## config.mk

```make
export PLATFORM = sky130hd
export DESIGN_NAME = utf8_decoder_with_delimiters_flat
export DESIGN_NICKNAME = d
export VERILOG_FILES = /design/src/u8d_pkg.sv /design/src/u8d_if.sv /design/src/u8d_decode.sv /design/src/u8d_delim.sv /design/src/utf8_decoder_with_delimiters.sv /design/src/flat_wrapper.sv
export SDC_FILE = /design/constraint.sdc
export NUM_CORES = 1
export LEC_CHECK = 0
export BUFFER_PORTS_ARGS = -buffer_cell sky130_fd_sc_hd__buf_4
export CORE_MARGIN = 3
export CORE_UTILIZATION = 60
export CTS_CLUSTER_SIZE = 28
export DETAILED_ROUTE_END_ITERATION = 8
export PLACE_DENSITY = 0.8
export SYNTH_ARGS = -nofsm -noshare
export SYNTH_HDL_FRONTEND = slang
export SYNTH_SLANG_ARGS = --single-unit
```

## constraint.sdc

```tcl
create_clock -name clk -period 3.6 [get_ports clk]
set_input_delay 0.54 -clock clk [delete_from_list [all_inputs] [get_ports clk]]
set_output_delay 0.54 -clock clk [all_outputs]
set_load 0.02 [all_outputs]
```

## src/u8d_pkg.sv

```systemverilog
// ----------------------------------------------------------------------------
// u8d_pkg
// Shared types and constants for the byte-serial UTF-8 decoder with
// delimiter mapping.
// ----------------------------------------------------------------------------
package u8d_pkg;

	typedef logic [7:0]  byte_t;
	typedef logic [15:0] char_t;
	typedef logic [30:0] code_t;
	typedef logic [2:0]  due_t;
	typedef logic [2:0]  count_t;
	typedef logic [2:0]  cfg_index_t;
	typedef logic [15:0] cfg_data_t;

	// register indexes of the configuration port
	localparam cfg_index_t REG_DELIM_COUNT = 3'd0;
	localparam cfg_index_t REG_DELIM_A     = 3'd1;

	// delimiter table
	localparam int MAX_DELIMITERS = 4;
	localparam int DELIM_REGS     = 4;
	localparam int DELIM_LIMIT    = (MAX_DELIMITERS < DELIM_REGS) ? MAX_DELIMITERS : DELIM_REGS;

	localparam count_t COUNT_RESET = 3'd2;
	localparam char_t  DELIM_RESET [DELIM_REGS] = '{16'h0020, 16'h002C, 16'h0000, 16'h0000};

	// character codes
	localparam char_t CH_NUL   = 16'h0000;
	localparam char_t CH_LF    = 16'h000A;
	localparam char_t CH_CR    = 16'h000D;
	localparam char_t CH_SPACE = 16'h0020;

	// supplementary plane range, folded to space
	localparam code_t SUPP_LO = 31'h0001_0000;
	localparam code_t SUPP_HI = 31'h0010_FFFF;

	// decode result of one byte
	typedef struct packed {
		logic  valid;    // the byte yields a result beat
		logic  emit;     // result carries a decoded code point
		logic  at_end;
		logic  bad;
		code_t code;
	} dec_res_t;

endpackage

```

## src/u8d_if.sv

```systemverilog
// ----------------------------------------------------------------------------
// u8d_if
// Valid/ready channels of the decoder: raw byte input and character output.
// ----------------------------------------------------------------------------
interface u8d_in_if;
	logic           valid;
	logic           ready;
	u8d_pkg::byte_t in_byte;
	logic           stream_end;
	logic           replace_delims;

	modport source (output valid, output in_byte, output stream_end,
		output replace_delims, input ready);
	modport sink (input valid, input in_byte, input stream_end,
		input replace_delims, output ready);
endinterface

interface u8d_out_if;
	logic           valid;
	logic           ready;
	u8d_pkg::char_t char_code;
	logic           at_end;
	logic           bad_sequence;

	modport source (output valid, output char_code, output at_end,
		output bad_sequence, input ready);
	modport sink (input valid, input char_code, input at_end,
		input bad_sequence, output ready);
endinterface

```

## src/u8d_decode.sv

```systemverilog
// ----------------------------------------------------------------------------
// u8d_decode
// Sequence state (partial code point, continuation bytes due) and the
// per-byte decode step.
// ----------------------------------------------------------------------------
module u8d_decode (
	input  logic              clk,
	input  logic              arst_n,
	input  logic              step,
	input  u8d_pkg::byte_t    in_byte,
	input  logic              stream_end,
	output u8d_pkg::dec_res_t res
);
	import u8d_pkg::*;

	code_t partial_q;
	due_t  due_q;
	code_t partial_d;
	due_t  due_d;
	code_t shifted;
	due_t  due_dec;
	logic  is_cont;

	assign is_cont = (in_byte[7:6] == 2'b10);
	assign shifted = {partial_q[24:0], in_byte[5:0]};
	assign due_dec = due_q - 3'd1;

	always_comb begin
		partial_d = partial_q;
		due_d     = due_q;
		res       = '0;
		if (stream_end) begin
			res.valid  = 1'b1;
			res.at_end = 1'b1;
			res.bad    = (due_q != '0);
			partial_d  = '0;
			due_d      = '0;
		end else if (due_q != '0) begin
			if (!is_cont) begin
				// broken sequence, offending byte is consumed
				res.valid = 1'b1;
				res.bad   = 1'b1;
				partial_d = '0;
				due_d     = '0;
			end else if (due_dec == '0) begin
				res.valid = 1'b1;
				res.emit  = 1'b1;
				res.code  = shifted;
				partial_d = '0;
				due_d     = '0;
			end else begin
				partial_d = shifted;
				due_d     = due_dec;
			end
		end else if (!in_byte[7]) begin
			res.valid = 1'b1;
			res.emit  = 1'b1;
			res.code  = {23'd0, in_byte};
		end else if (!is_cont) begin
			unique casez (in_byte)
				8'b110?_????: begin
					partial_d = {26'd0, in_byte[4:0]};
					due_d     = 3'd1;
				end
				8'b1110_????: begin
					partial_d = {27'd0, in_byte[3:0]};
					due_d     = 3'd2;
				end
				8'b1111_0???: begin
					partial_d = {28'd0, in_byte[2:0]};
					due_d     = 3'd3;
				end
				8'b1111_10??: begin
					partial_d = {29'd0, in_byte[1:0]};
					due_d     = 3'd4;
				end
				8'b1111_110?: begin
					partial_d = {30'd0, in_byte[0]};
					due_d     = 3'd5;
				end
				default: begin
					// 0xfe / 0xff skipped
					partial_d = partial_q;
					due_d     = due_q;
				end
			endcase
		end
	end

	always_ff @(posedge clk or negedge arst_n) begin
		if (!arst_n) begin
			partial_q <= '0;
			due_q     <= '0;
		end else if (step) begin
			partial_q <= partial_d;
			due_q     <= due_d;
		end
	end

endmodule

```

## src/u8d_delim.sv

```systemverilog
// ----------------------------------------------------------------------------
// u8d_delim
// Delimiter configuration registers and the code point to 16-bit
// character mapping.
// ----------------------------------------------------------------------------
module u8d_delim (
	input  logic                clk,
	input  logic                arst_n,
	input  logic                cfg_we,
	input  u8d_pkg::cfg_index_t cfg_index,
	input  u8d_pkg::cfg_data_t  cfg_data,
	input  u8d_pkg::code_t      code,
	input  logic                replace,
	output u8d_pkg::char_t      char_code
);
	import u8d_pkg::*;

	count_t count_q;
	char_t  tbl_q [DELIM_REGS];
	count_t active;
	char_t  ch;
	logic   hit;

	always_ff @(posedge clk or negedge arst_n) begin
		if (!arst_n) begin
			count_q <= COUNT_RESET;
			for (int i = 0; i < DELIM_REGS; i++) begin
				tbl_q[i] <= DELIM_RESET[i];
			end
		end else if (cfg_we) begin
			if (cfg_index == REG_DELIM_COUNT) begin
				count_q <= cfg_data[2:0];
			end
			for (int i = 0; i < DELIM_REGS; i++) begin
				if (cfg_index == cfg_index_t'(REG_DELIM_A + i)) begin
					tbl_q[i] <= cfg_data;
				end
			end
		end
	end

	assign active = (count_q > count_t'(DELIM_LIMIT)) ? count_t'(DELIM_LIMIT) : count_q;

	always_comb begin
		if (code >= SUPP_LO && code <= SUPP_HI) begin
			ch = CH_SPACE;
		end else begin
			ch = code[15:0];
		end
		hit = (ch == CH_NUL) || (ch == CH_CR) || (ch == CH_LF);
		for (int i = 0; i < DELIM_REGS; i++) begin
			if ((count_t'(i) < active) && (ch == tbl_q[i])) begin
				hit = 1'b1;
			end
		end
		char_code = (replace && hit) ? CH_NUL : ch;
	end

endmodule

```

## src/utf8_decoder_with_delimiters.sv

```systemverilog
// ----------------------------------------------------------------------------
// utf8_decoder_with_delimiters
// Byte-serial UTF-8 decoder with 16-bit character output and optional
// delimiter mapping.
// ----------------------------------------------------------------------------
// Takes one byte beat per clock, unless a held result beat stalls the input,
// and returns at most one character beat per byte; this sustained rate is set
// by the single decode step between the input register and the result
// register. Lead bytes and inner continuation bytes only update the sequence
// state and return nothing; stray continuation bytes and 0xfe/0xff between
// sequences are dropped. The final byte of a sequence (or a plain ascii byte)
// returns the character: code points in the supplementary planes come out as
// space, larger ones are cut to 16 bits. With replace_delims set, NUL, CR, LF
// and the first delimiter_count entries of the delimiter table come out as 0.
// A broken sequence returns a beat with bad_sequence set; a stream_end beat
// returns at_end, flagged bad when it cuts a sequence short. The user must
// write delimiter registers through the plain write port (index 0 count, 1..4
// table) only while the block is idle; the block itself does not enforce this.
// ----------------------------------------------------------------------------
module utf8_decoder_with_delimiters (
	input  logic                clk,
	input  logic                arst_n,
	u8d_in_if.sink              in_ch,
	u8d_out_if.source           out_ch,
	input  logic                cfg_we,
	input  u8d_pkg::cfg_index_t cfg_index,
	input  u8d_pkg::cfg_data_t  cfg_data
);
	import u8d_pkg::*;

	// input register
	logic     valid_s1;
	byte_t    byte_s1;
	logic     end_s1;
	logic     repl_s1;

	// result register
	logic     out_valid_q;
	char_t    out_char_q;
	logic     out_end_q;
	logic     out_bad_q;

	dec_res_t res;
	char_t    mapped;
	logic     take_in;
	logic     advance;

	// a byte that yields nothing never waits for the result register
	assign advance  = valid_s1 && (!res.valid || !out_valid_q || out_ch.ready);
	assign take_in  = in_ch.valid && in_ch.ready;
	assign in_ch.ready = !valid_s1 || advance;

	always_ff @(posedge clk or negedge arst_n) begin
		if (!arst_n) begin
			valid_s1 <= 1'b0;
		end else if (take_in) begin
			valid_s1 <= 1'b1;
		end else if (advance) begin
			valid_s1 <= 1'b0;
		end
	end

	always_ff @(posedge clk) begin
		if (take_in) begin
			byte_s1 <= in_ch.in_byte;
			end_s1  <= in_ch.stream_end;
			repl_s1 <= in_ch.replace_delims;
		end
	end

	// sequence state and decode of the registered byte
	u8d_decode u_decode (
		.clk        (clk),
		.arst_n     (arst_n),
		.step       (advance),
		.in_byte    (byte_s1),
		.stream_end (end_s1),
		.res        (res)
	);

	// range fold and delimiter replacement
	u8d_delim u_delim (
		.clk       (clk),
		.arst_n    (arst_n),
		.cfg_we    (cfg_we),
		.cfg_index (cfg_index),
		.cfg_data  (cfg_data),
		.code      (res.code),
		.replace   (repl_s1),
		.char_code (mapped)
	);

	// result register, refilled in the cycle it is drained
	always_ff @(posedge clk or negedge arst_n) begin
		if (!arst_n) begin
			out_valid_q <= 1'b0;
		end else if (advance && res.valid) begin
			out_valid_q <= 1'b1;
		end else if (out_ch.ready) begin
			out_valid_q <= 1'b0;
		end
	end

	always_ff @(posedge clk) begin
		if (advance && res.valid) begin
			// end and error beats carry a zero character
			out_char_q <= res.emit ? mapped : CH_NUL;
			out_end_q  <= res.at_end;
			out_bad_q  <= res.bad;
		end
	end

	assign out_ch.valid        = out_valid_q;
	assign out_ch.char_code    = out_char_q;
	assign out_ch.at_end       = out_end_q;
	assign out_ch.bad_sequence = out_bad_q;

endmodule

```

## src/flat_wrapper.sv

```systemverilog
// flat-port wrapper written by rule: the top's interface ports become plain ports
module utf8_decoder_with_delimiters_flat import u8d_pkg::*;
  (clk, arst_n, cfg_we, cfg_index, cfg_data, in_ch_valid, in_ch_in_byte, in_ch_stream_end, in_ch_replace_delims, in_ch_ready, out_ch_valid, out_ch_char_code, out_ch_at_end, out_ch_bad_sequence, out_ch_ready);
  u8d_in_if in_ch_i ();
  u8d_out_if out_ch_i ();
  input  logic clk;
  input  logic arst_n;
  input  logic cfg_we;
  input  u8d_pkg::cfg_index_t cfg_index;
  input  u8d_pkg::cfg_data_t cfg_data;
  input wire logic [$bits(in_ch_i.valid)-1:0] in_ch_valid;
  input wire logic [$bits(in_ch_i.in_byte)-1:0] in_ch_in_byte;
  input wire logic [$bits(in_ch_i.stream_end)-1:0] in_ch_stream_end;
  input wire logic [$bits(in_ch_i.replace_delims)-1:0] in_ch_replace_delims;
  output wire logic [$bits(in_ch_i.ready)-1:0] in_ch_ready;
  output wire logic [$bits(out_ch_i.valid)-1:0] out_ch_valid;
  output wire logic [$bits(out_ch_i.char_code)-1:0] out_ch_char_code;
  output wire logic [$bits(out_ch_i.at_end)-1:0] out_ch_at_end;
  output wire logic [$bits(out_ch_i.bad_sequence)-1:0] out_ch_bad_sequence;
  input wire logic [$bits(out_ch_i.ready)-1:0] out_ch_ready;
  assign in_ch_i.valid = in_ch_valid;
  assign in_ch_i.in_byte = in_ch_in_byte;
  assign in_ch_i.stream_end = in_ch_stream_end;
  assign in_ch_i.replace_delims = in_ch_replace_delims;
  assign in_ch_ready = in_ch_i.ready;
  assign out_ch_valid = out_ch_i.valid;
  assign out_ch_char_code = out_ch_i.char_code;
  assign out_ch_at_end = out_ch_i.at_end;
  assign out_ch_bad_sequence = out_ch_i.bad_sequence;
  assign out_ch_i.ready = out_ch_ready;
  utf8_decoder_with_delimiters u_core (.clk(clk), .arst_n(arst_n), .in_ch(in_ch_i), .out_ch(out_ch_i), .cfg_we(cfg_we), .cfg_index(cfg_index), .cfg_data(cfg_data));
endmodule
```

**After elaboration in Yosys (flattened, before gate mapping)**

Index checks and enable logic that the tools add are counted.

- $add $sub $neg: 1
- Order comparisons: 7
- Eq/ne operators: 17
- Muxes and demuxes: 40
- Bitwise gates (word level): 1
- Reduce and logical (&&, ||, !) cells: 32

Operators by type and width:

| kind | count |
|---|---|
| $mux W25 | 6 |
| $pmux W25 S5 | 1 |
| $mux W31 | 4 |
| $eq A16 B16 Y1 | 4 |
| $eq A16 B4 Y1 const B | 2 |
| $ge A31 B17 Y1 const B | 1 |
| $le A31 B21 Y1 const B | 1 |
| $mux W3 | 7 |
| $logic_not A16 Y1 | 1 |
| $mux W1 | 16 |
| $mux W16 | 1 |
| $pmux W3 S5 | 1 |
| $reduce_and A2 Y1 | 5 |
| $logic_and A1 B1 Y1 | 9 |
| $eq A7 B7 Y1 const B | 1 |
| $mux W7 | 1 |
| $reduce_bool A7 Y1 | 1 |
| $eq A3 B2 Y1 const B | 2 |
| $eq A3 B3 Y1 const B | 2 |
| $eq A6 B6 Y1 const B | 1 |
| $logic_not A3 Y1 | 2 |
| $lt A1 B3 Y1 const A | 2 |
| $lt A2 B3 Y1 const A | 2 |
| $mux W2 | 3 |
| other kinds (14) | 22 |

- Register bits: 125
- Input port bits: 34
- Output and inout bits: 20
- Logic and storage cells: 113

**Longest topological paths before layout**

Gate-level depths: netlist (run 1).

- Depth after elaboration: 18
- Depth in mapped cells: 14
- Gate-level depth less buffers: 11

**Cells and area by module**

A second synthesis (run 1) with hierarchy kept.

- Cell total of the unflattened synthesis: 601
- Area total of the unflattened synthesis: 6566.3 um^2

By module, submodules not included:

| module | instances | cells each | area an instance (um^2) | seq. area each (um^2) |
|---|---|---|---|---|
| u8d_delim | 1 | 405 | 3983.8 | 1682.9 |
| u8d_decode | 1 | 141 | 1510.2 | 700.7 |
| utf8_decoder_with_delimiters | 1 | 55 | 1072.3 | 890.9 |

**Least setup slack after synthesis (run 1)**

OpenSTA, ideal clock, no wires.

- Path kind: reg2reg
- Start: reg u_core.u_decode.due_q[0]
- End: reg u_core.out_char_q[13] (netlist: u_core.out_ch.char_code[13]), data pin
- Library setup time: 0.260 ns
- Arrival time: 2.591 ns
- Required time: 3.340 ns
- Slack: 0.750 ns
- Stages on the path, launching flop included: 13
- Buffers on the path: 1
- Period minus slack after synthesis: 2.850 ns
- Path through: dfrtp_1 -> inv_1 -> ha_1 -> nor2_1 -> o2111a_1 -> o21ai_2 -> or4_1 -> o41ai_1 -> nand4_1 -> or4_4 -> o41ai_4 -> buf_8 -> o31ai_1

- Cells in the longest elaborated chain, start to end: 18
- Elaborated cells on any way between the ends: 35
- Those cells by class: add/sub: 1; order compare: 2; eq/ne: 6; mux: 13; bitwise: 1; reduce/logical: 12

Ends and longest elaborated chain:

| what | RTL line | text |
|---|---|---|
| start: declaration | u8d_decode.sv:17 | `due_t due_q;` |
| start signal: assignment | u8d_decode.sv:96 | `due_q <= due_d;` |
| $sub A3 B1 Y3 | u8d_decode.sv:26 | `assign due_dec = due_q - 3'd1;` |
| $logic_not A3 Y1 | u8d_decode.sv:45 | `end else if (due_dec == '0) begin` |
| $mux W31 | u8d_decode.sv:45 |  |
| $mux W31 | u8d_decode.sv:39 | `if (!is_cont) begin` |
| $mux W31 | u8d_decode.sv:38 | `end else if (due_q != '0) begin` |
| $mux W31 | u8d_decode.sv:32 | `if (stream_end) begin` |
| $ge A31 B17 Y1 or $le A31 B21 Y1 (tied branches) | u8d_delim.sv:45 | `if (code >= SUPP_LO && code <= SUPP_HI) begin` |
| $logic_and A1 B1 Y1 | u8d_delim.sv:45 |  |
| $mux W16 | u8d_delim.sv:45 |  |
| $eq A16 B4 Y1 or $logic_not A16 Y1 (tied branches) | u8d_delim.sv:50 | `hit = (ch == CH_NUL) \|\| (ch == CH_CR) \|\| (ch == CH_LF);` |
| $logic_or A1 B1 Y1 (2 in a row) | u8d_delim.sv:50 |  |
| $mux W1 (4 in a row) | u8d_delim.sv:52 | `if ((count_t'(i) < active) && (ch == tbl_q[i])) begin` |
| $logic_and A1 B1 Y1 | u8d_delim.sv:56 | `char_code = (replace && hit) ? CH_NUL : ch;` |
| $reduce_or A2 Y1 (no source line) | n/a |  |
| end signal: assignment | utf8_decoder_with_delimiters.sv:107 | `out_char_q <= res.emit ? mapped : CH_NUL;` |
| end: declaration | utf8_decoder_with_delimiters.sv:39 | `char_t out_char_q;` |

Several ways; a longest one is shown, not always the timed one.
A chain may end at the register's enable or synchronous reset.

**Worst setup path after layout (run 1)**

- Start: reg u_core.u_decode.due_q[0]
- End: reg u_core.out_char_q[6] (netlist: u_core.out_ch.char_code[6]), data pin

Same word-level chain as after synthesis.

==> flow_summary.yaml, run 1 <==
yosys:
  syn_inst: 651
  yosys.cell_types.count: 60
  syn_nets: 688
  synth_edf_count: 28
  async_flop_share: 0.776
  yosys_warnings: 0
  synth_flop_cell: "dfrtp_1"
  syn_avg_cell_area_um2: 10.3
  synth_area_mm2: 0.00670
  synth-seq-area-share: 0.489
  synth-seq-cells: 125
timing:
  skew_ns: 0.00537
  final.setup.worst_slack_ns: 0.230
  slew_violations: 0
  setup_tns_ns: 0
  max_freq_mhz: 297
  fin_crit_sh: 0.936
  slew_headroom: 0.378
  fin_crit_ns: 3.37
  hold_viol: 0
  worst_pin_slew_ns: 0.930
  setup_viol: 0
critical_path:
  arrival_ns: 3.70
  r2r_cells: 13
  start_kind: "register"
  cp_max_fo: 16
  end_kind: "register"
  cp.required_ns: 3.93
  crit_type: "register to register"
floorplanning:
  die_area_mm2: 0.0125
  num_rows: 37
  die_w_um: 112
  pin_count: 54
  initial_core_util: 0.632
  dieHeight_um: 112
  core_area_mm2: 0.0106
clocking:
  cts_tree: "done"
  hold_buffers: 0
  cts-buffers-inserted: 17
  h-tree-depth: 4
  clkSinkCount: 125
  cts-root-buf: "clkbuf_8"
  cts.clk_slew.worst_paths_ns: 0.06
  clock_path_buffers: 2
  insertion_delay_ns: 0.54
global_routing:
  grt_antenna_before_repair: 0
  grt_pass1_vias: 5330
  grtUsageTotal: 0.272
  grt_pass1_wl_um: 26900
  grt_max_degree: 98
  gr-total-overflow: 0
pwr:
  power.density_mw_per_mm2: 674
  ir_drop_mv: 0.532
  leakage_nw: 3.17
  p_total_mw: 5.32
run_status:
  status: "finished, final reports clean"
route:
  drc: 0
  post_drt_wl_per_cell_um: 19.7
  wl_um: 16600
  ant_nets: 0
  viasPerCell: 6.42
  via_count: 5414
  dr.pass1.iters: 6
  drt-initial-drc-count: 666
place:
  gp_congestion: 0.907
  io_buffers: 53
  hpwl_um: 10900
  place_ws_ns: 0.165
  post-place-cells: 809
final_layout:
  syn_to_final_growth_pct: 17.9
  fillCellCount: 726
  drive_gt1_frac: 0.262
  instances_no_fill: 843
  final_common_cell: "dfrtp_1"
  layout_common_cells: "dfrtp_1, nand2_1, buf_4"
  fin_nets: 731
  antenna_cells: 0
worst_hold_path:
  worstHoldPathType: "primary input to async pin"
job:
  maxCapViolCount: 0
path summary, 6_finish.rpt:
kind                                                                 from                                   endpoint  slack [ns]
worst max-delay path                 u_core.u_decode.due_q[0]$_DFFE_PN0P_   u_core.out_ch.char_code[6]$_SDFFCE_PP0P_        0.23
worst min-delay path                                               arst_n                u_core.valid_s1$_DFFE_PN0P_       0.008
worst max register to register       u_core.u_decode.due_q[0]$_DFFE_PN0P_   u_core.out_ch.char_code[6]$_SDFFCE_PP0P_        0.23
worst min register to register  u_core.u_decode.partial_q[23]$_DFFE_PN0P_  u_core.u_decode.partial_q[23]$_DFFE_PN0P_        0.49
max in group asynchronous                                          arst_n  u_core.u_decode.partial_q[21]$_DFFE_PN0P_        3.11
min in group clk                                         in_ch_in_byte[1]                u_core.byte_s1[1]$_DFFE_PP_        0.18
per-layer routing:
metal / vias up / wire (µm) / share of wire / GRT usage
li1: 2454 / - / - / -
met1: 2668 / 6810 / 0.41 / 0.353
met2: 249 / 8190 / 0.49 / 0.444
met3: 43 / 1130 / 0.068 / 0.0538
met4: 0 / 453 / 0.027 / 0.125
met5: - / 0 / 0 / 0
final cells by class:
cell class | count | area, µm² | area share
repair buffers | 73 | 598 | 0.0758
clock buffers | 27 | 523 | 0.0662
well taps | 136 | 170 | 0.0216
clock inverters | 5 | 100 | 0.0127
flip-flops and latches | 125 | 3270 | 0.415
multi-input cells | 470 | 3200 | 0.406
inverters | 7 | 26.3 | 0.00333
flip-flops by register name, indices dropped and copies added, names as in the netlist, 3 cells and up:
signal / count
u_core.u_delim.tbl_q: 64
u_core.u_decode.partial_q: 25
u_core.out_ch.char_code: 16
u_core.byte_s1: 8
u_core.u_decode.due_q: 3
u_core.u_delim.count_q: 3
cell families after synthesis:
family                   share of synthesized area
AO/OA/AOI/OAI                                0.122
AND/OR/NAND/NOR                              0.174
multiplexers                                 0.116
flip-flops                                   0.489
adder cells (fa/ha/maj)                    0.00560
XOR/XNOR                                    0.0575
buffers and inverters                       0.0362
through the flow:
| stage | instance area [µm²] | hold slack, ns | utilization |
|---|---|---|---|
| CTS | 7840 | 0.0641 | 0.739 |
| global placement | 7220 | 0.466 | 0.681 |
| detailed placement | 7220 | 0.480 | 0.681 |
| finish | 7900 | 0.00810 | 0.745 |
| global route | 7900 | 0.0800 | 0.745 |
| floorplan | 6700 | 0.244 | - |
power breakdown:
group / leakage, nW / total (mW) / switching, mW / internal, mW
sequential: 1.48 / 2.13 / 0.387 / 1.74
combinational: 1.38 / 1.40 / 0.753 / 0.651
clock: 0.308 / 1.79 / 0.598 / 1.19
cell usage after synthesis (all sizes together) (2+ instances only):
library cell  number  area share
inv                7      0.0039
o32ai              6      0.0078
dfrtp             92        0.34
dfstp              5       0.020
o41ai              9       0.015
xor2              23       0.030
or4                3      0.0039
ha                 3      0.0056
o31ai             16       0.018
nand2             80       0.045
a22oi              3      0.0034
edfxtp            28        0.13
nor3b              3      0.0050
xnor2             21       0.027
nand3             15       0.011
o21ai             38       0.029
nor2b              4      0.0037
a21oi             24       0.018
clkbuf            35       0.020
and2               4      0.0037
nand3b            11       0.012
buf               14       0.013
nor2              42       0.024
mux2              68        0.11
nor3              24       0.018
o22ai              3      0.0028
nor4              18       0.018
nand4              4      0.0037
a31oi             10      0.0093
o2111ai            2      0.0026
nand2b             6      0.0056
nor4bb             6      0.0090
or3                8      0.0075
critical path, stage by stage, from the launching register on:
cell,delay (ns)
dfrtp_1,0.39
inv_1,0.09
ha_1,0.23
nor2_1,0.21
o2111a_1,0.32
o21ai_4,0.17
and2_0,0.23
buf_4,0.18
a21o_1,0.15
a21oi_1,0.20
nor4_2,0.08
a311o_2,0.42
buf_12,0.16
o41ai_1,0.32
timing repair:
item                                   CTS  global route
setup endpoints to repair                0            16
buffers inserted                         0             2
endpoints found under the hold margin    0             0
resized for setup                        0             3
(Power assumes the default switching activity.)
==> run 2, diff against run 1 <==
--- a/config.mk
+++ b/config.mk
@@ -11,6 +11,7 @@
 export CTS_CLUSTER_SIZE = 28
 export DETAILED_ROUTE_END_ITERATION = 8
 export PLACE_DENSITY = 0.8
+export RECOVER_POWER = 100
 export SYNTH_ARGS = -nofsm -noshare
 export SYNTH_HDL_FRONTEND = slang
 export SYNTH_SLANG_ARGS = --single-unit
==> flow_summary.yaml, run 2 (synthesized netlist as in run 1, its figures left out) <==
run_status:
  status: "complete, but fails checks"
  violations: "max-capacitance violations, max-slew violations"
global_routing:
  grt_max_degree: 98
  grt_pass1_wl_um: 26900
  grtUsageTotal: 0.272
  grt_pass1_vias: 5330
  grt_antenna_before_repair: 0
  gr-total-overflow: 0
clocking:
  clkSinkCount: 125
  cts-root-buf: "clkbuf_8"
  hold_buffers: 0
  cts_tree: "done"
  cts.clk_slew.worst_paths_ns: 0.06
  insertion_delay_ns: 0.54
  clock_path_buffers: 2
  h-tree-depth: 4
  cts-buffers-inserted: 17
timing:
  hold_viol: 0
  max_freq_mhz: 293
  setup_viol: 0
  fin_crit_ns: 3.41
  fin_crit_sh: 0.947
  holdWs_ns: 0.199
  slew_headroom: -0.626
  skew_ns: 0.00566
  slew_violations: 98
  worst_pin_slew_ns: 2.44
route:
  post_drt_wl_per_cell_um: 19.7
  ant_nets: 0
  dr.pass1.iters: 5
  wl_um: 16600
  drc: 0
  via_count: 5430
  viasPerCell: 6.44
  drt-initial-drc-count: 686
final_layout:
  final_area_mm2: 0.00777
  final_common_cell: "dfrtp_1"
  layout_common_cells: "dfrtp_1, nand2_1, mux2_2"
  antenna_cells: 0
  fin_nets: 731
  drive_gt1_frac: 0.222
  largest_reg_flops: 64
  fillCellCount: 760
  syn_to_final_growth_pct: 16.0
  top_register: "u_core.u_delim.tbl_q"
floorplanning:
  initial_core_util: 0.632
  num_rows: 37
  pin_count: 54
  core_area_mm2: 0.0106
  dieHeight_um: 112
  die_w_um: 112
  die_area_mm2: 0.0125
place:
  io_buffers: 53
  gp_congestion: 0.907
  hpwl_um: 10900
  post_dp_cell_area_mm2: 0.00722
critical_path:
  arrival_ns: 3.68
  start_kind: "register"
  end_kind: "register"
  cp_max_fo: 16
  slowest_delay_ns: 0.55
  cp.required_ns: 3.88
  crit_chain: "inv_1, ha_1, nor2_1, o2111a_1, o21ai_4, or4_1, o41ai_1, nand3_1, a2111oi_0, a311o_2, buf_12, o31ai_1"
  crit_slowest_cell: "or4_1"
  crit_type: "register to register"
pwr:
  power.density_mw_per_mm2: 678
  leakage_nw: 3.06
  p_total_mw: 5.26
  ir_drop_mv: 0.508
job:
  maxCapViolCount: 1
worst_hold_path:
  worstHoldPathType: "primary input to register"
## run 2: cell count changes in the layout (fill, tap and decap cells not counted)
cell and delta:
a2111oi_0 +1, a2111oi_1 -1, and2_0 +2, and2_1 -2, buf_12 -1, buf_4 -40, clkbuf_1 +27, clkbuf_2 +2
clkbuf_4 +12, nor3_1 +1, nor3_2 -1
## run 2: layer usage
| metal | global-route usage | wire, µm |
|---|---|---|
| met1 | 0.353 | 6710 |
| met2 | 0.444 | 8140 |
| met3 | 0.0538 | 1230 |
| met4 | 0.125 | 524 |
| met5 | 0 | 0 |
## run 2: area by class of cell
class | count | area (µm²) | share of cell area
inverter | 7 | 26.3 | 0.00338
clock buffer | 27 | 523 | 0.0673
tap | 136 | 170 | 0.0219
sequential | 125 | 3270 | 0.421
clock inverter | 5 | 100 | 0.0129
multi-input combinational | 470 | 3200 | 0.411
timing repair buffer | 73 | 479 | 0.0617
## run 2: power breakdown
group	internal [mW]	total, mW	leakage (nW)	switching (mW)
logic	0.602	1.36	1.27	0.754
clock network	1.19	1.78	0.308	0.593
registers	1.74	2.13	1.48	0.387
## run 2: final timing paths
path / start / endpoint / slack, ns / cells past startpoint
max in group asynchronous: arst_n / u_core.u_delim.tbl_q[48]$_DFFE_PN0P_ / 1.31 / 2
worst max-delay path: u_core.u_decode.due_q[0]$_DFFE_PN0P_ / u_core.out_ch.char_code[15]$_SDFFCE_PP0P_ / 0.19 / 12
min in group asynchronous: arst_n / u_core.valid_s1$_DFFE_PN0P_ / 0.81 / 2
worst min register to register: u_core.u_decode.partial_q[19]$_DFFE_PN0P_ / u_core.u_decode.partial_q[19]$_DFFE_PN0P_ / 0.49 / 2
worst min-delay path: in_ch_valid / u_core.valid_s1$_DFFE_PN0P_ / 0.20 / 2
worst max register to register: u_core.u_decode.due_q[0]$_DFFE_PN0P_ / u_core.out_ch.char_code[15]$_SDFFCE_PP0P_ / 0.19 / 12
## run 2: what timing repair did
item,CTS,global route
resized for setup,0,3
endpoints found under the setup margin,0,16
buffers inserted,0,2
## run 2: critical path, delay by kind of cell (launching register included)
| kind | cells | cell delay [ns] |
|---|---|---|
| DFF | 1 | 0.39 |
| and+or+nand+nor | 3 | 0.87 |
| buffers and inverters | 2 | 0.24 |
| adders and majority gates | 1 | 0.23 |
| AOI/OAI and AO/OA | 6 | 1.40 |
## run 2: per-stage QoR
step	util	std cells	setup TNS, ns	worst slack [ns]
6_report	0.733	843	0	0.192
5_1_grt	0.733	843	-0.0124	-0.00664
4_1_cts	0.739	841	0	0.0923
3_5_place_dp	0.681	809	0	0.165
3_3_place_gp	0.681	809	0	0.256
2_1_floorplan	-	651	0	0.750
==> run 3, diff against run 2 <==
--- a/config.mk
+++ b/config.mk
@@ -14,4 +14,5 @@
 export RECOVER_POWER = 100
 export SYNTH_ARGS = -nofsm -noshare
 export SYNTH_HDL_FRONTEND = slang
+export SYNTH_HIERARCHICAL = 1
 export SYNTH_SLANG_ARGS = --single-unit
==> flow_summary.yaml, run 3 <==
clocking:
  clock_path_buffers: 2
  cts-buffers-inserted: 17
  cts_tree: "done"
  insertion_delay_ns: 0.54
  clkSinkCount: 125
  cts.clk_slew.worst_paths_ns: 0.07
  h-tree-depth: 4
  cts-root-buf: "clkbuf_8"
  hold_buffers: 0
floorplanning:
  pin_count: 54
  initial_core_util: 0.628
  num_rows: 37
  core_area_mm2: 0.0105
  dieHeight_um: 111
  die_area_mm2: 0.0122
  die_w_um: 111
global_routing:
  grtUsageTotal: 0.348
  grt_pass1_wl_um: 33000
  grt_pass1_vias: 5870
  grt_antenna_before_repair: 0
  grt_max_degree: 56
  gr-total-overflow: 0
yosys:
  synth_area_mm2: 0.00657
  yosys.cell_types.count: 67
  yosys_warnings: 6
  yosysMostFrequentCell: "dfrtp_1"
  synth-seq-area-share: 0.499
  syn_nets: 638
  syn_inst: 601
  synth-seq-cells: 125
  synth_flop_cell: "dfrtp_1"
  synthTopCellsByArea: "dfrtp_1, edfxtp_1, mux2_2, and2_1, a22o_1"
  synth_top_area_share: 0.351
  synth_edf_count: 28
  synth_common_cells: "dfrtp_1, nand2_1, mux2_2"
  yosysTopAreaCell: "dfrtp_1"
  syn_avg_cell_area_um2: 10.9
  async_flop_share: 0.776
timing:
  slew_headroom: -0.969
  worst_pin_slew_ns: 2.95
  setup_viol: 16
  rsz0062_at_grt: "true"
  fin_crit_sh: 1.04
  slew_violations: 56
  fin_crit_ns: 3.73
  skew_ns: 0.0146
  final.setup.worst_slack_ns: -0.132
  max_freq_mhz: 268
  hold_viol: 0
  setup_tns_ns: -1.54
final_layout:
  layout_common_cells: "buf_4, dfrtp_1, nand2_1"
  fin_nets: 760
  fillCellCount: 640
  drive_gt1_frac: 0.386
  syn_to_final_growth_pct: 28.2
  utilization: 0.805
  top_register: "u_core/u_delim/tbl_q"
  largest_reg_flops: 64
  instances_no_fill: 872
  final_common_cell: "buf_4"
  antenna_cells: 0
pwr:
  combinationalPowerShare: 0.248
  leakage_nw: 3.61
  ir_drop_mv: 0.466
  swShare: 0.328
  power.density_mw_per_mm2: 571
  seq_power_share: 0.414
  p_total_mw: 4.81
  p_int_mw: 3.23
  power_switching_mw: 1.58
  clkPwrFrac: 0.338
critical_path:
  cp_max_fo: 8
  slowest_delay_ns: 0.55
  crit_slowest_cell: "or4_4"
  arrival_ns: 4.02
  crit_type: "register to register"
  crit_chain: "inv_2, ha_4, ha_4, nand2_4, nor4_4, clkbuf_16, clkbuf_16, and2_4, or4_4, nor3_4, and3_4, nand4_1, a2111oi_4, or2_4, o21ai_2, and2_4"
  cp.required_ns: 3.89
  start_kind: "register"
  end_kind: "register"
route:
  dr.pass1.iters: 7
  ant_nets: 0
  drc: 0
  viasPerCell: 6.67
  post_drt_wl_per_cell_um: 24.7
  via_count: 5816
  drt-initial-drc-count: 874
  wl_um: 21500
place:
  hpwl_um: 14300
  gp_congestion: 1.05
  place_ws_ns: -0.279
  io_buffers: 53
  post-place-cells: 822
run_status:
  status: "complete, but fails checks"
  violations: "max-capacitance violations, max-slew violations, negative setup slack"
worst_hold_path:
  worstHoldPathType: "primary input to register"
job:
  maxCapViolCount: 1
[run 3: logic make-up after synthesis]
logic type,synth area share
simple gates,0.210
flops,0.499
compound gates,0.146
buf+inv,0.0453
mux,0.0875
xor+xnor,0.00667
fa+ha+maj,0.00572
[run 3: layout make-up]
cell class,count,area [µm²],area share
sequential,125,3270,0.389
multi-input combinational,411,3240,0.385
timing repair buffer,129,1030,0.122
clock buffer,20,447,0.0531
tap,136,170,0.0202
inverter,39,146,0.0174
clock inverter,12,110,0.0131
[run 3: power by group through the flow]
stage / clock, mW / combinational (mW) / sequential (mW)
finish: 1.62 / 1.19 / 1.99
detailed placement: 0 / 1.03 / 1.98
CTS: 1.63 / 1.13 / 1.97
global route: 1.71 / 1.27 / 2.01
floorplan: 0 / 0.648 / 1.92
global placement: 0 / 0.992 / 1.98
[run 3: routing by layer]
layer | track usage | vias to the layer above | routed length (µm)
met1 | 0.464 | 2847 | 8460
met3 | 0.0849 | 87 | 2020
met2 | 0.550 | 398 | 10100
met5 | 0 | - | 0
li1 | - | 2484 | -
met4 | 0.140 | 0 | 954
[run 3: final timing paths]
| path | end | startpoint | slack, ns | depth (start not counted) |
|---|---|---|---|---|
| max | u_core/out_ch.char_code[0]$_SDFFCE_PN0P_ | u_core/u_decode/due_q[1]$_DFFE_PN0P_ | -0.13 | 16 |
| min | u_core/byte_s1[0]$_DFFE_PP_ | in_ch_in_byte[0] | 0.19 | 1 |
| max reg2reg | u_core/out_ch.char_code[0]$_SDFFCE_PN0P_ | u_core/u_decode/due_q[1]$_DFFE_PN0P_ | -0.13 | 16 |
| min reg2reg | u_core/u_decode/partial_q[20]$_DFFE_PN0P_ | u_core/u_decode/partial_q[20]$_DFFE_PN0P_ | 0.51 | 1 |
| max in group asynchronous | u_core/u_delim/tbl_q[5]$_DFFE_PN0P_ | arst_n | 0.39 | 2 |
| min in group asynchronous | u_core/u_decode/partial_q[0]$_DFFE_PN0P_ | arst_n | 0.96 | 1 |
[run 3: repair_timing]
item                       CTS  global route
cloned                       2             0
setup buffers                9             7
gates resized for setup     39            16
pin swaps                   30            16
setup endpoints to repair   16            16
[run 3: metrics by stage]
| stage | hold WS [ns] | area, µm² |
|---|---|---|
| 6_report | 0.194 | 8420 |
| 5_1_grt | 0.181 | 8420 |
| 4_1_cts | 0.0726 | 8330 |
| 3_5_place_dp | 0.477 | 7520 |
| 3_3_place_gp | 0.465 | 7520 |
| 2_1_floorplan | 0.244 | 6590 |
[run 3: critical path, delay by kind of cell, from the launching register on]
kind,cells,cell delay (ns)
and+or+nand+nor,9,1.79
AOI/OAI and AO/OA,2,0.54
buffers and inverters,3,0.40
adders and majority gates,2,0.34
DFF,1,0.39
